[src/rtl/ckm_pkg.sv]
package ckm_pkg;

    localparam int BUFFER_SIZE = 32;
    localparam int TAKEN_W     = $clog2(BUFFER_SIZE);
    localparam logic [TAKEN_W-1:0] TAKEN_LIMIT = TAKEN_W'(BUFFER_SIZE - 1);

    localparam int CH_W        = 8;
    localparam int CODE_W      = 3;
    localparam int NUM_KEYS    = 13;
    localparam int KEY_MAX_LEN = 8;
    localparam int POS_W       = 4;
    localparam logic [POS_W-1:0] POS_MAX = '1;

    typedef logic [CH_W-1:0]     ch_t;
    typedef logic [NUM_KEYS-1:0] key_mask_t;
    typedef logic [POS_W-1:0]    pos_t;

    typedef enum logic [CODE_W-1:0] {
        CMD_STOP    = 3'd0,
        CMD_FORWARD = 3'd1,
        CMD_BACK    = 3'd2,
        CMD_LEFT    = 3'd3,
        CMD_RIGHT   = 3'd4,
        CMD_STATUS  = 3'd5,
        CMD_PING    = 3'd6,
        CMD_UNKNOWN = 3'd7
    } cmd_t;

    localparam ch_t CH_NUL     = 8'h00;
    localparam ch_t CH_TAB     = 8'h09;
    localparam ch_t CH_CR      = 8'h0D;
    localparam ch_t CH_SPACE   = 8'h20;
    localparam ch_t CH_LOWER_A = 8'h61;
    localparam ch_t CH_LOWER_Z = 8'h7A;
    localparam ch_t CASE_DIFF  = 8'h20;

    // keyword letters, padded with nul past the end of each keyword
    localparam ch_t KEY_TEXT [NUM_KEYS][KEY_MAX_LEN] = '{
        '{"S", "T", "O", "P", CH_NUL, CH_NUL, CH_NUL, CH_NUL},
        '{"F", "O", "R", "W", "A", "R", "D", CH_NUL},
        '{"F", CH_NUL, CH_NUL, CH_NUL, CH_NUL, CH_NUL, CH_NUL, CH_NUL},
        '{"B", "A", "C", "K", CH_NUL, CH_NUL, CH_NUL, CH_NUL},
        '{"B", "A", "C", "K", "W", "A", "R", "D"},
        '{"B", CH_NUL, CH_NUL, CH_NUL, CH_NUL, CH_NUL, CH_NUL, CH_NUL},
        '{"L", "E", "F", "T", CH_NUL, CH_NUL, CH_NUL, CH_NUL},
        '{"L", CH_NUL, CH_NUL, CH_NUL, CH_NUL, CH_NUL, CH_NUL, CH_NUL},
        '{"R", "I", "G", "H", "T", CH_NUL, CH_NUL, CH_NUL},
        '{"R", CH_NUL, CH_NUL, CH_NUL, CH_NUL, CH_NUL, CH_NUL, CH_NUL},
        '{"S", "T", "A", "T", "U", "S", CH_NUL, CH_NUL},
        '{"S", CH_NUL, CH_NUL, CH_NUL, CH_NUL, CH_NUL, CH_NUL, CH_NUL},
        '{"P", "I", "N", "G", CH_NUL, CH_NUL, CH_NUL, CH_NUL}
    };

    localparam pos_t KEY_LEN [NUM_KEYS] = '{
        4'd4, 4'd7, 4'd1, 4'd4, 4'd8, 4'd1, 4'd4, 4'd1, 4'd5, 4'd1, 4'd6, 4'd1, 4'd4
    };

    localparam cmd_t KEY_CODE [NUM_KEYS] = '{
        CMD_STOP, CMD_FORWARD, CMD_FORWARD, CMD_BACK, CMD_BACK, CMD_BACK,
        CMD_LEFT, CMD_LEFT, CMD_RIGHT, CMD_RIGHT, CMD_STATUS, CMD_STATUS, CMD_PING
    };

    function automatic ch_t key_char(input int k, input pos_t pos);
        ch_t c;
        c = CH_NUL;
        if (!pos[POS_W-1]) begin
            c = KEY_TEXT[k][pos[POS_W-2:0]];
        end
        return c;
    endfunction

endpackage

[src/rtl/command_keyword_matcher.sv]
// Command keyword matcher: takes one character byte per item on the s_ side and, when a
// zero byte ends the line, gives one command code on the m_ side (0 stop, 1 forward,
// 2 back, 3 left, 4 right, 5 status, 6 ping, 7 unknown). Only the first BUFFER_SIZE-1
// bytes of a line count; leading and trailing space, tab and CR are trimmed and letters
// are case folded before an exact keyword compare. An input register feeds the per-byte
// match update and the code decode, which loads the result register, so a new byte is
// taken each cycle while the result side keeps up; a zero byte waits in the input
// register only while an earlier code is still unread. Match state returns to reset
// after every line.
module command_keyword_matcher (
    input  logic       aclk,
    input  logic       aresetn,
    input  logic       s_tvalid,
    output logic       s_tready,
    input  logic [7:0] s_tdata,    // ch
    output logic       m_tvalid,
    input  logic       m_tready,
    output logic [7:0] m_tdata     // command_code, zero filled above bit 2
);

    logic          item_valid;
    ckm_pkg::ch_t  item_ch;
    logic          advance;
    logic          out_free;
    logic          line_end;
    ckm_pkg::cmd_t code;

    assign line_end = item_ch == ckm_pkg::CH_NUL;
    assign advance  = item_valid && (!line_end || out_free);

    ckm_in_stage u_in (
        .aclk       (aclk),
        .aresetn    (aresetn),
        .s_tvalid   (s_tvalid),
        .s_tready   (s_tready),
        .s_tdata    (s_tdata),
        .advance    (advance),
        .item_valid (item_valid),
        .item_ch    (item_ch)
    );

    ckm_match u_match (
        .aclk    (aclk),
        .aresetn (aresetn),
        .step    (advance),
        .ch      (item_ch),
        .code    (code)
    );

    ckm_out_stage u_out (
        .aclk     (aclk),
        .aresetn  (aresetn),
        .load     (advance && line_end),
        .code     (code),
        .out_free (out_free),
        .m_tvalid (m_tvalid),
        .m_tready (m_tready),
        .m_tdata  (m_tdata)
    );

endmodule

[src/rtl/ckm_in_stage.sv]
module ckm_in_stage (
    input  logic              aclk,
    input  logic              aresetn,
    input  logic              s_tvalid,
    output logic              s_tready,
    input  logic [7:0]        s_tdata,   // ch
    input  logic              advance,
    output logic              item_valid,
    output ckm_pkg::ch_t      item_ch
);

    logic         valid_reg;
    logic         valid_next;
    ckm_pkg::ch_t ch_reg;

    assign s_tready   = aresetn && (!valid_reg || advance);
    assign valid_next = s_tready ? s_tvalid : valid_reg;

    always_ff @(posedge aclk) begin
        if (!aresetn) begin
            valid_reg <= 1'b0;
        end else begin
            valid_reg <= valid_next;
        end
    end

    always_ff @(posedge aclk) begin
        if (s_tvalid && s_tready) begin
            ch_reg <= s_tdata;
        end
    end

    assign item_valid = valid_reg;
    assign item_ch    = ch_reg;

endmodule

[src/rtl/ckm_match.sv]
module ckm_match (
    input  logic           aclk,
    input  logic           aresetn,
    input  logic           step,
    input  ckm_pkg::ch_t   ch,
    output ckm_pkg::cmd_t  code
);

    logic                           in_leading_reg, in_leading_next;
    logic                           trailing_reg, trailing_next;
    logic [ckm_pkg::TAKEN_W-1:0]    taken_reg, taken_next;
    ckm_pkg::key_mask_t             alive_reg, alive_next;
    ckm_pkg::pos_t                  pos_reg, pos_next;
    ckm_pkg::ch_t                   upper_ch;
    logic                           blank;

    always_comb begin
        blank    = ch inside {ckm_pkg::CH_SPACE, ckm_pkg::CH_TAB, ckm_pkg::CH_CR};
        upper_ch = ch;
        if (ch inside {[ckm_pkg::CH_LOWER_A:ckm_pkg::CH_LOWER_Z]}) begin
            upper_ch = ch - ckm_pkg::CASE_DIFF;
        end
    end

    // first surviving keyword whose length equals the matched count
    always_comb begin
        code = ckm_pkg::CMD_UNKNOWN;
        for (int k = ckm_pkg::NUM_KEYS - 1; k >= 0; k--) begin
            if (alive_reg[k] && ckm_pkg::KEY_LEN[k] == pos_reg) begin
                code = ckm_pkg::KEY_CODE[k];
            end
        end
    end

    always_comb begin
        in_leading_next = in_leading_reg;
        trailing_next   = trailing_reg;
        taken_next      = taken_reg;
        alive_next      = alive_reg;
        pos_next        = pos_reg;
        if (ch == ckm_pkg::CH_NUL) begin
            in_leading_next = 1'b1;
            trailing_next   = 1'b0;
            taken_next      = '0;
            alive_next      = '1;
            pos_next        = '0;
        end else if (taken_reg != ckm_pkg::TAKEN_LIMIT) begin
            taken_next = taken_reg + 1'b1;
            if (blank) begin
                if (!in_leading_reg) begin
                    trailing_next = 1'b1;
                end
            end else begin
                in_leading_next = 1'b0;
                for (int k = 0; k < ckm_pkg::NUM_KEYS; k++) begin
                    alive_next[k] = alive_reg[k] && !trailing_reg
                                    && ckm_pkg::key_char(k, pos_reg) == upper_ch;
                end
                if (pos_reg != ckm_pkg::POS_MAX) begin
                    pos_next = pos_reg + 1'b1;
                end
            end
        end
    end

    always_ff @(posedge aclk) begin
        if (!aresetn) begin
            in_leading_reg <= 1'b1;
            trailing_reg   <= 1'b0;
            taken_reg      <= '0;
            alive_reg      <= '1;
            pos_reg        <= '0;
        end else if (step) begin
            in_leading_reg <= in_leading_next;
            trailing_reg   <= trailing_next;
            taken_reg      <= taken_next;
            alive_reg      <= alive_next;
            pos_reg        <= pos_next;
        end
    end

endmodule

[src/rtl/ckm_out_stage.sv]
module ckm_out_stage (
    input  logic           aclk,
    input  logic           aresetn,
    input  logic           load,
    input  ckm_pkg::cmd_t  code,
    output logic           out_free,
    output logic           m_tvalid,
    input  logic           m_tready,
    output logic [7:0]     m_tdata    // command_code
);

    logic          valid_reg;
    logic          valid_next;
    ckm_pkg::cmd_t code_reg;

    assign out_free   = !valid_reg || m_tready;
    assign valid_next = load || (valid_reg && !m_tready);

    always_ff @(posedge aclk) begin
        if (!aresetn) begin
            valid_reg <= 1'b0;
        end else begin
            valid_reg <= valid_next;
        end
    end

    always_ff @(posedge aclk) begin
        if (load) begin
            code_reg <= code;
        end
    end

    assign m_tvalid = valid_reg;
    assign m_tdata  = {5'd0, code_reg};

endmodule
[config.mk]
export PLATFORM = sky130hd
export DESIGN_NAME = command_keyword_matcher
export DESIGN_NICKNAME = d
export VERILOG_FILES = /design/src/rtl/ckm_pkg.sv /design/src/rtl/command_keyword_matcher.sv /design/src/rtl/ckm_in_stage.sv /design/src/rtl/ckm_match.sv /design/src/rtl/ckm_out_stage.sv
export SDC_FILE = /design/constraint.sdc
export NUM_CORES = 1
export LEC_CHECK = 0
export BUFFER_PORTS_ARGS = -buffer_cell sky130_fd_sc_hd__buf_2
export CAP_MARGIN = 15
export CORE_MARGIN = 5
export CORE_UTILIZATION = 60
export DETAILED_ROUTE_END_ITERATION = 10
export GPL_TIMING_DRIVEN = 0
export PLACE_DENSITY = 0.81
export SLEW_MARGIN = 20
export SYNTH_ARGS = -nofsm -noshare
export SYNTH_HDL_FRONTEND = slang
export SYNTH_HIERARCHICAL = 1
export SYNTH_SLANG_ARGS = --single-unit
export TNS_END_PERCENT = 10
[constraint.sdc]
create_clock -name aclk -period 6.7 [get_ports aclk]
set_clock_uncertainty 0.15 [all_clocks]
set_input_delay 1.675 -clock aclk [delete_from_list [all_inputs] [get_ports aclk]]
set_output_delay 1.675 -clock aclk [all_outputs]
set_load 0.02 [all_outputs]
Word level (Yosys, flattened, before mapping):

Memories as Yosys holds them, arrays and structs flattened.
Cells that the tools add are included.

* $add $sub $neg: 3
* magnitude comparators: 3
* equal/unequal tests: 26
* multiplexer cells: 107
* bitwise logic cells: 1
* reduce and logical (&&, ||, !) cells: 65

Operators with widths (number)
* $mux 8: 79
* $eq 8x8->1: 13
* $logic_and 1x1->1: 45
* $mux 13: 3
* $mux 2: 9
* $eq 3x4->1 const A: 4
* $eq 8x4->1 const B: 2
* $mux 4: 4
* $mux 1: 10
* $mux 5: 2
* $eq 8x6->1 const B: 1
* $ge 8x7->1 const B: 1
* $le 8x7->1 const B: 1
* $logic_not 8->1: 1
* $reduce_and 4->1: 2
* $reduce_or 8->1: 1
* $sub 8x6->8 const B: 1
* $reduce_bool 2->1: 3
* $add 5x1->5 const B: 1
* $logic_not 1->1: 5
* $ne 5x5->1 const B: 1
* $add 4x1->4 const B: 1
* $eq 1x4->1 const A: 1
* $eq 4x4->1 const A: 1
* 9 further kinds: 13

* bits in registers: 37
* memory bits (read-only): 832
* output and inout bits: 10
* logic and storage cells: 229
* memories: 13

Memory list
* (no name shown): depth 8, width 8, rd ports 1, clocked after Yosys merged registers in 0, wr ports 0, line ckm_pkg.sv:67 `c = KEY_TEXT[k][pos[POS_W-2:0]];`
* (no name shown): depth 8, width 8, rd ports 1, clocked after Yosys merged registers in 0, wr ports 0, line ckm_pkg.sv:67
* (no name shown): depth 8, width 8, rd ports 1, clocked after Yosys merged registers in 0, wr ports 0, line ckm_pkg.sv:67
* (no name shown): depth 8, width 8, rd ports 1, clocked after Yosys merged registers in 0, wr ports 0, line ckm_pkg.sv:67
* (no name shown): depth 8, width 8, rd ports 1, clocked after Yosys merged registers in 0, wr ports 0, line ckm_pkg.sv:67
* (no name shown): depth 8, width 8, rd ports 1, clocked after Yosys merged registers in 0, wr ports 0, line ckm_pkg.sv:67
* +7 memories

Logic depth before layout (Yosys ltp):

Gate-level depths: netlist (run 1).

* depth after elaboration: 14
* gate-level depth with buffers: 10
* mapped depth without buffers: 8

Modules after synthesis:

Netlist (run 1), hierarchy kept.

Modules (own cells, without submodules)
* ckm_match: instances 1, cells an instance 332, area an instance 2448.6 um^2
* ckm_in_stage: instances 1, cells an instance 14, area an instance 297.8 um^2
* ckm_out_stage: instances 1, cells an instance 13, area an instance 180.2 um^2
* command_keyword_matcher: instances 1, cells an instance 5, area an instance 32.5 um^2

Worst setup path before layout (run 1):

No wires, ideal clock.

* path type: in2out
* from: input m_tready
* to: output s_tready
* arrival time: 2.538 ns
* data required time: 4.875 ns
* slack: 2.337 ns
* cell stages on the path: 4
* cells stage by stage: nand2b_4 > o31a_1 > nand2b_4 > and2_1

* longest elaborated chain between the ends: 5

Ends and longest elaborated chain
* start, declared: line command_keyword_matcher.sv:17 `input logic m_tready,`
* $logic_or 1x1->1: line ckm_out_stage.sv:16 `assign out_free = !valid_reg || m_tready;`
* $logic_or 1x1->1: line command_keyword_matcher.sv:29 `assign advance = item_valid && (!line_end || out_free);`
* $logic_and 1x1->1: line command_keyword_matcher.sv:29
* net advance: line command_keyword_matcher.sv:23 `logic advance;`
* $logic_or 1x1->1: line ckm_in_stage.sv:16 `assign s_tready = aresetn && (!valid_reg || advance);`
* $logic_and 1x1->1: line ckm_in_stage.sv:16
* end, declared: line command_keyword_matcher.sv:14 `output logic s_tready,`

The timed path passes the listed nets, and every way through them passes these cells.

Worst setup path after layout (run 1):

* from: input m_tready
* to: output s_tready

* longest elaborated chain between the ends: 5

Ends and longest elaborated chain
* $logic_or 1x1->1: line ckm_out_stage.sv:16
* net out_free: line command_keyword_matcher.sv:24 `logic out_free;`
* $logic_or 1x1->1: line command_keyword_matcher.sv:29
* $logic_and 1x1->1: line command_keyword_matcher.sv:29
* net advance: line command_keyword_matcher.sv:23
* $logic_or 1x1->1: line ckm_in_stage.sv:16
* $logic_and 1x1->1: line ckm_in_stage.sv:16

The timed path passes the listed nets, and every way through them passes these cells.

==> flow_metrics.env, run 1 <==
export IMPL_chipHeight_um=80.2
export IMPL_instances_no_fill=459
export IMPL_hold_class="flop to flop"
export IMPL_status="completed"
export IMPL_placed_cells=451
export IMPL_cts_tree="built"
export IMPL_numClockSinks=37
export IMPL_htreeDepth=2
export IMPL_p_per_area_nw_per_um2=177
export IMPL_worst_path_max_fanout=8
export IMPL_end_kind="output port"
export IMPL_path_clk_slew_ns=0.08
export IMPL_min_period_ns=4.63
export IMPL_ys_seq_area_share_pct=28.8
export IMPL_route_detailed_drc=0
export IMPL_peakVddDrop_mv=0.193
export IMPL_ys_seq_elements=37
export IMPL_slew_headroom_pct=51.4
export IMPL_post_cts_buffers=0
export IMPL_ff2ff_setup_slack_ns=3.61
export IMPL_synth_most_common_cell="nand2_1"
export IMPL_die_w_um=80.2
export IMPL_track_usage_pct=28.4
export IMPL_r2r_worst_path_cells=10
export IMPL_yosysUniqueCellTypes=65
export IMPL_core_area_um2=4750
export IMPL_drive_above_1_share_pct=10.7
export IMPL_r2r_end="u_match/alive_reg[4]$_SDFFE_PN1P_"
export IMPL_finalHoldViolations=0
export IMPL_dr_pass1_iters=5
export IMPL_synth_ff_type="dfxtp_1"
export IMPL_startpoint="m_tready"
export IMPL_syn_to_final_growth_pct=9.94
export IMPL_synth_top_cell_by_area="dfxtp_1"
export IMPL_max_slew_worst_pin_slew_ns=0.723
export IMPL_ctsHoldBuffers=0
export IMPL_fin_setup_tns_ns=0
export IMPL_drt_wl_total_um=8590
export IMPL_port_buffers=16
export IMPL_grt_max_degree=14
export IMPL_required_ns=4.88
export IMPL_netlist_instances=364
export IMPL_dieArea_um2=6440
export IMPL_cts_root_buf="clkbuf_8"
export IMPL_drv_slew=0
export IMPL_synthTopCellsByCount="nand2_1, dfxtp_1, nor2_1"
export IMPL_start_util_pct=62.2
export IMPL_grt_overflow_total=0
export IMPL_grt_pass1_vias=2774
export IMPL_endpoint="s_tready"
export IMPL_rr_startpoint="u_match/pos_reg[0]$_SDFFE_PN0P_"
export IMPL_drtAntennaViolNets=0
export IMPL_synth_top_area_share_pct=17.6
export IMPL_gp_congestion=0.985
export IMPL_finalSetupViolations=0
export IMPL_dr_first_iter_drc_count=262
export IMPL_num_io_pins=22
export IMPL_cp_start_kind="input port"
export IMPL_antennaDiodeCount=0
export IMPL_numCtsBuffers=5
export IMPL_syn_cell_area_um2=2960
export IMPL_ys_top_cells_by_area="dfxtp_1, edfxtp_1, ha_1, xnor2_1, nand2_1"
export IMPL_timing_final_crit_share_pct=69.1
export IMPL_rsz0062_at_grt="no"
export IMPL_fill_cells=406
export IMPL_layout_nets=416
export IMPL_rows=25
export IMPL_drv_cap=0
export IMPL_critPathKind="input port to output port"
export IMPL_dpl_hpwl_um=6520
export IMPL_fmax_mhz=216
export IMPL_largest_reg_flops=13
export IMPL_vias=2946
export IMPL_clk_latency_ns=0.29
export IMPL_p_leak_uw=0.00119
export IMPL_synth_edf_count=11
export IMPL_cts_buffer_depth=2
export IMPL_synth_warnings=6
export IMPL_cts_resized_gates=0
export IMPL_synth_area_per_cell_um2=8.13
export IMPL_grt_pass1_wl_um=14000
export IMPL_wire_per_inst_um=18.7
export IMPL_antenna_found_initial=0
export IMPL_routed_via_density=6.42
export IMPL_worstPathArrival_ns=2.80
export IMPL_async_flop_share_pct=0
kinds of logic (layout without fill, tap and decap cells):
| group | count (synthesis) | count (layout) | synth area share (%) |
|---|---|---|---|
| XOR/XNOR | 26 | 26 | 7.70 |
| flip-flops | 37 | 37 | 28.8 |
| multiplexers | 7 | 7 | 2.41 |
| other | 1 | 5 | 0.127 |
| buffers and inverters | 43 | 67 | 6.60 |
| AO/OA/AOI/OAI | 91 | 91 | 22.2 |
| AND/OR/NAND/NOR | 146 | 146 | 26.8 |
| adder cells (fa/ha/maj) | 13 | 13 | 5.50 |
worst max-delay path: stages:
cell and delay (ns):
buf_2 0.09, nand2b_4 0.14, o31a_1 0.40, nand2b_4 0.18
and2_1 0.16, buf_2 0.16
power by group:
group	total, µW	internal, µW	switching [µW]	leakage, µW
sequential	255	243	12.2	0.000315
clock	194	111	83.0	0.0000543
combinational	125	49.1	75.8	0.000825
cell usage in the layout (no fill, tap or decap), types with 4 or more instances in the layout:
master    instances
nand3_1          17
nor4_1            7
dfxtp_1          26
edfxtp_1         11
nor3_1           11
nor2b_1          11
or4_1             5
ha_1             13
buf_1             5
mux2i_1           6
nand2b_1          4
a31oi_1           5
clkbuf_1         20
o21ai_0          13
xor2_1            9
or3_1             4
nor2_1           25
clkbuf_8          5
buf_2            16
a21oi_1          21
o31ai_1           5
nor3b_1           6
conb_1            5
buf_4             5
o22ai_1           4
nand4_1           8
xnor2_1          17
o22a_1            4
nand2_1          31
inv_1            10
per-stage QoR:
step,total power [µW],hold WS [ns],setup slack [ns],utilization [%],instance area [µm²]
2_1_floorplan,349,0.277,2.34,-,2970
3_3_place_gp,379,0.290,2.10,66.0,3140
3_5_place_dp,382,0.296,2.07,66.0,3140
4_1_cts,575,0.314,2.07,68.4,3250
5_1_grt,604,0.341,2.03,68.4,3250
6_report,574,0.311,2.07,68.4,3250
layer usage:
metal | global-route usage [%] | routed length, µm | up-vias
li1 | - | - | 1387
met1 | 34.6 | 3460 | 1378
met2 | 48.3 | 4180 | 147
met3 | 4.15 | 556 | 34
met4 | 14.0 | 395 | 0
met5 | 0 | 0 | -
worst min path at each step:
stage	startpoint	endpoint	slack (ns)	cells past startpoint
floorplan	u_match/in_leading_reg$_SDFFE_PN1P_	u_match/in_leading_reg$_SDFFE_PN1P_	0.28	1
global placement	u_match/in_leading_reg$_SDFFE_PN1P_	u_match/in_leading_reg$_SDFFE_PN1P_	0.29	1
detailed placement	u_match/in_leading_reg$_SDFFE_PN1P_	u_match/in_leading_reg$_SDFFE_PN1P_	0.30	1
CTS	u_match/in_leading_reg$_SDFFE_PN1P_	u_match/in_leading_reg$_SDFFE_PN1P_	0.31	1
global route	u_match/in_leading_reg$_SDFFE_PN1P_	u_match/in_leading_reg$_SDFFE_PN1P_	0.34	1
finish	u_match/in_leading_reg$_SDFFE_PN1P_	u_match/in_leading_reg$_SDFFE_PN1P_	0.31	1
layout make-up:
cell class / instances / area (µm²) / area share [%]
Multi-Input combinational cell: 288 / 1930 / 59.3
Sequential cell: 37 / 851 / 26.2
Buffer: 32 / 154 / 4.73
Tap cell: 67 / 83.8 / 2.58
Timing Repair Buffer: 16 / 80.1 / 2.46
Clock buffer: 5 / 68.8 / 2.12
Clock inverter: 3 / 46.3 / 1.42
Inverter: 11 / 41.3 / 1.27
Note: power is estimated with default switching activity, not from simulation.
==> inputs of run 2 (changes only) <==
CORE_UTILIZATION = 55   (was 60)
PLACE_DENSITY = 0.78   (was 0.81)
clock period = 4.1 ns   (was 6.7 ns; I/O delays follow)
==> run 2 against run 1 <==
  * Global-route usage fell by 4.4 points
  * Total power is 63% higher
  * Register-to-register slack worse by 2.6 ns
  * Sequential power up 64%
  * Design area is the same
  * First-iteration DRC count increased by 55%
  * Setup slack got worse by 1.5 ns
  * Die area grew 7.9%
  * Sequential share of layout area unchanged
  * Final cell count grew 0.65%
  * Critical path type is now flop to output port
  * Largest cell class unchanged
==> flow_metrics.env, run 2 (synthesis results as in run 1) <==
export IMPL_drt_wl_total_um=8380
export IMPL_finalSetupViolations=0
export IMPL_layout_commonest_cell="nand2_1"
export IMPL_min_to="u_match/in_leading_reg$_SDFFE_PN1P_"
export IMPL_worstPathCellList="or4_1, o31a_1, nand2b_4, and2_1, buf_2"
export IMPL_timing_final_crit_share_pct=85.1
export IMPL_fill_cells=448
export IMPL_hold_class="flop to flop"
export IMPL_worstPathArrival_ns=2.31
export IMPL_p_clk_share_pct=33.5
export IMPL_ff2ff_setup_slack_ns=0.99
export IMPL_core_area_um2=5170
export IMPL_grt_max_degree=13
export IMPL_gp_congestion=0.948
export IMPL_cp_start_kind="flop"
export IMPL_rsz0062_at_grt="no"
export IMPL_dr_first_iter_drc_count=407
export IMPL_cts_root_buf="clkbuf_8"
export IMPL_critPathKind="flop to output port"
export IMPL_numCtsBuffers=5
export IMPL_r2r_end="u_match/alive_reg[7]$_SDFFE_PN1P_"
export IMPL_dpl_hpwl_um=6030
export IMPL_p_leak_uw=0.00120
export IMPL_min_period_ns=3.49
export IMPL_end_kind="output port"
export IMPL_chipHeight_um=83.4
export IMPL_post_cts_buffers=0
export IMPL_drv_cap=0
export IMPL_die_w_um=83.4
export IMPL_critical_path_top_delay_family="simple AND/OR/NAND/NOR gates"
export IMPL_antennaDiodeCount=0
export IMPL_fmax_mhz=287
export IMPL_fin_setup_tns_ns=0
export IMPL_max_slew_worst_pin_slew_ns=0.643
export IMPL_slowest_delay_ns=0.61
export IMPL_grt_pass1_wl_um=13700
export IMPL_dr_pass1_iters=7
export IMPL_wire_per_inst_um=18.1
export IMPL_dieArea_um2=6950
export IMPL_p_int_uw=660
export IMPL_min_from="u_match/in_leading_reg$_SDFFE_PN1P_"
export IMPL_placed_area_um2=3140
export IMPL_syn_to_final_growth_pct=9.94
export IMPL_required_ns=2.92
export IMPL_p_sw_share_pct=29.5
export IMPL_start_util_pct=57.2
export IMPL_num_io_pins=22
export IMPL_numClockSinks=37
export IMPL_drv_slew=0
export IMPL_hold_path_depth=1
export IMPL_fin_area_um2=3250
export IMPL_cpMaxStageDelayCell="or4_1"
export IMPL_port_buffers=16
export IMPL_largest_reg_flops=13
export IMPL_finalHoldViolations=0
export IMPL_drive_above_1_share_pct=10.5
export IMPL_antenna_found_initial=0
export IMPL_grt_overflow_total=0
export IMPL_route_detailed_drc=0
export IMPL_r2r_worst_path_cells=7
export IMPL_rr_startpoint="u_in/item_ch[7]$_DFFE_PP_"
export IMPL_power_switching_uw=276
export IMPL_track_usage_pct=24.0
export IMPL_layout_nets=416
export IMPL_status="completed"
export IMPL_drtAntennaViolNets=0
export IMPL_grt_pass1_vias=2725
export IMPL_cts_buffer_depth=2
export IMPL_power_frac_comb_pct=21.9
export IMPL_rows=26
export IMPL_routed_via_density=6.37
export IMPL_vias=2945
export IMPL_ctsHoldBuffers=0
export IMPL_slew_headroom_pct=57.0
export IMPL_layout_common_cells="nand2_1, dfxtp_1, nor2_1"
export IMPL_peakVddDrop_mv=0.223
export IMPL_cts_tree="built"
export IMPL_path_clk_slew_ns=0.08
export IMPL_worst_path_max_fanout=8
export IMPL_cts_resized_gates=0
export IMPL_path_buf_inv=1
export IMPL_startpoint="u_in/item_ch[7]$_DFFE_PP_"
export IMPL_htreeDepth=2
export IMPL_clk_latency_ns=0.29
export IMPL_seq_power_share_pct=44.6
export IMPL_p_per_area_nw_per_um2=288
==> run 2: cell types whose count changed in the layout (fill, tap and decap cells not counted) <==
cell	delta
clkinvlp_4	-1
clkbuf_1	+1
==> run 2: cell type report <==
class,instances,area (µm²),area share [%]
multi-input cells,288,1930,59.3
flip-flops and latches,37,851,26.2
plain buffers,32,154,4.73
well taps,70,87.6,2.69
repair buffers,16,80.1,2.46
clock buffers,6,72.6,2.23
inverters,11,41.3,1.27
clock inverters,2,38.8,1.19
==> run 2: worst max path at each step <==
| stage | endpoint | slack (ns) | cells after the start |
|---|---|---|---|
| 6_report | s_tready | 0.61 | 5 |
| 5_1_grt | s_tready | 0.55 | 5 |
| 4_1_cts | s_tready | 0.63 | 5 |
| 3_5_place_dp | s_tready | 0.77 | 6 |
| 3_3_place_gp | s_tready | 0.78 | 6 |
| 2_1_floorplan | s_tready | 1.04 | 4 |
==> run 2: worst register-to-register path, cell delays in order, from the launching register on <==
cell and delay, ns:
edfxtp_1 0.51, or4_1 0.61, o31a_1 0.42, nor2b_1 0.18, clkbuf_1 0.18, a21boi_2 0.49, nor3_1 0.12, a221o_1 0.34
==> run 2: power by group through the flow <==
stage	Sequential [µW]	Clock, µW	Combinational, µW
floorplan	419	0	152
global placement	424	0	195
detailed placement	425	0	198
CTS	417	321	199
global route	420	337	223
finish	417	314	205
==> run 2: through the flow <==
step | utilization (%) | hold slack (ns) | setup slack (ns) | power [µW] | cells
6_report | 62.9 | 0.317 | 0.611 | 936 | 462
3_3_place_gp | 60.7 | 0.283 | 0.781 | 619 | 454
4_1_cts | 62.9 | 0.319 | 0.627 | 936 | 462
5_1_grt | 62.9 | 0.348 | 0.548 | 980 | 462
2_1_floorplan | - | 0.277 | 1.04 | 571 | 368
3_5_place_dp | 60.7 | 0.298 | 0.769 | 623 | 454
==> run 2: routing by layer <==
metal / up-vias / GRT usage (%) / routed length [µm]
li1: 1380 / - / -
met1: 1351 / 32.4 / 3560
met2: 186 / 37.3 / 3730
met3: 28 / 5.64 / 886
met4: 0 / 8.32 / 208
met5: - / 0 / 0
==> inputs of run 3 (changes only) <==
PLACE_DENSITY = not set   (was 0.78)
PLACE_DENSITY_LB_ADDON = 0.15   (was not set)
==> run 3 against run 2 <==
  * Global-route usage is essentially flat
  * Final cell count is the same
  * Combinational power is essentially flat
  * Routed wire length shrank 1.3%
  * Maximum frequency grew 1.4%
  * Via count shrank 1.0%
  * Clock power grew 19%
  * Utilization grew 0.44 points
  * Total power grew 6.1%
  * Critical path depth is the same
  * Critical endpoint unchanged
==> flow_metrics.env, run 3 (synthesis results as in run 1) <==
export IMPL_fin_util_pct=63.3
export IMPL_instances_no_fill=462
export IMPL_finalSetupViolations=0
export IMPL_clk_latency_ns=0.28
export IMPL_rsz0062_at_grt="no"
export IMPL_dr_pass1_iters=8
export IMPL_cts_buffer_depth=2
export IMPL_syn_to_final_growth_pct=10.7
export IMPL_htreeDepth=2
export IMPL_hold_class="flop to flop"
export IMPL_required_ns=2.92
export IMPL_end_kind="output port"
export IMPL_routed_via_density=6.31
export IMPL_cp_start_kind="flop"
export IMPL_vias=2915
export IMPL_grt_pass1_wl_um=13700
export IMPL_chipHeight_um=83.4
export IMPL_slew_headroom_pct=55.5
export IMPL_route_detailed_drc=0
export IMPL_critPathKind="flop to output port"
export IMPL_worstPathArrival_ns=2.27
export IMPL_fin_setup_tns_ns=0
export IMPL_status="completed"
export IMPL_fill_cells=480
export IMPL_layout_commonest_cell="nand2_1"
export IMPL_core_area_um2=5170
export IMPL_timing_final_crit_share_pct=84.0
export IMPL_ctsHoldBuffers=0
export IMPL_min_period_ns=3.44
export IMPL_fin_area_um2=3280
export IMPL_drive_above_1_share_pct=10.7
export IMPL_port_buffers=16
export IMPL_path_buf_inv=1
export IMPL_antenna_found_initial=0
export IMPL_layout_nets=416
export IMPL_dpl_hpwl_um=6190
export IMPL_p_leak_uw=0.00121
export IMPL_rows=26
export IMPL_largest_reg_flops=13
export IMPL_drt_wl_total_um=8270
export IMPL_placed_cells=454
export IMPL_p_per_area_nw_per_um2=303
export IMPL_fmax_mhz=291
export IMPL_ff2ff_setup_slack_ns=1.01
export IMPL_drv_slew=0
export IMPL_path_depth=5
export IMPL_wire_per_inst_um=17.9
export IMPL_peakVddDrop_mv=0.201
export IMPL_gp_congestion=0.980
export IMPL_num_io_pins=22
export IMPL_cts_root_buf="clkbuf_8"
export IMPL_placed_area_um2=3140
export IMPL_dr_first_iter_drc_count=288
export IMPL_grt_overflow_total=0
export IMPL_startpoint="u_in/item_ch[7]$_DFFE_PP_"
export IMPL_start_util_pct=57.2
export IMPL_r2r_worst_path_cells=10
export IMPL_grt_max_degree=13
export IMPL_path_clk_slew_ns=0.07
export IMPL_layout_common_cells="nand2_1, dfxtp_1, nor2_1"
export IMPL_drtAntennaViolNets=0
export IMPL_worstPathCellList="or4_1, o31a_1, nand2b_4, and2_1, buf_2"
export IMPL_dieArea_um2=6950
export IMPL_cpMaxStageDelayCell="or4_1"
export IMPL_numClockSinks=37
export IMPL_total_power_uw=994
export IMPL_slowest_delay_ns=0.59
export IMPL_cts_resized_gates=0
export IMPL_cts_tree="built"
export IMPL_max_slew_worst_pin_slew_ns=0.666
export IMPL_finalHoldViolations=0
export IMPL_drv_cap=0
export IMPL_rr_startpoint="u_match/pos_reg[0]$_SDFFE_PN0P_"
export IMPL_worst_path_max_fanout=8
export IMPL_r2r_end="u_match/alive_reg[4]$_SDFFE_PN1P_"
export IMPL_track_usage_pct=24.0
export IMPL_numCtsBuffers=5
export IMPL_min_from="u_match/in_leading_reg$_SDFFE_PN1P_"
export IMPL_die_w_um=83.4
export IMPL_grt_pass1_vias=2755
export IMPL_post_cts_buffers=0
export IMPL_endpoint="s_tready"
export IMPL_critical_path_top_delay_family="simple AND/OR/NAND/NOR gates"
export IMPL_antennaDiodeCount=0
-- run 3: stage by stage --
step                      worst slack [ns]  hold slack, ns
after floorplan                       1.04           0.277
after global placement               0.788           0.295
after detailed placement             0.781           0.299
after CTS                            0.635           0.317
after global routing                 0.569           0.342
final                                0.658           0.312
-- run 3: per-layer routing --
metal  routed length, µm  GRT usage [%]
met4                 180           9.21
met2                3950           40.9
met1                3450           29.4
met3                 690           5.35
met5                   0              0
-- run 3: worst min path at each step --
| stage | slack [ns] | end | depth (start not counted) |
|---|---|---|---|
| final | 0.31 | u_match/in_leading_reg$_SDFFE_PN1P_ | 1 |
| after global placement | 0.29 | u_match/in_leading_reg$_SDFFE_PN1P_ | 1 |
| after CTS | 0.32 | u_match/in_leading_reg$_SDFFE_PN1P_ | 1 |
| after detailed placement | 0.30 | u_match/in_leading_reg$_SDFFE_PN1P_ | 1 |
| after floorplan | 0.28 | u_match/in_leading_reg$_SDFFE_PN1P_ | 1 |
| after global routing | 0.34 | u_match/in_leading_reg$_SDFFE_PN1P_ | 1 |
-- run 3: report_power, final --
group	internal, µW	total, µW	switching (µW)
clock network	242	374	132
registers	397	417	20.2
logic	80.3	202	122
-- run 3: area by class of cell --
class                      instances  area [µm²]  share of cell area, %
multi-input combinational        288        1930                   58.9
sequential                        37         851                   26.0
buffer                            32         154                   4.70
tap                               70        87.6                   2.67
timing repair buffer              16        80.1                   2.44
clock buffer                       5        68.8                   2.10
clock inverter                     3        65.1                   1.99
inverter                          11        41.3                   1.26
-- run 3: worst reg2reg max path, stage by stage, from the launching register on --
cell and delay (ns):
dfxtp_1 0.43, clkbuf_1 0.42, inv_1 0.26, ha_1 0.34, clkbuf_1 0.38, nor3b_1 0.13
xnor2_1 0.15, a21oi_1 0.13, nand4_1 0.09, or3_1 0.32, o31ai_1 0.21
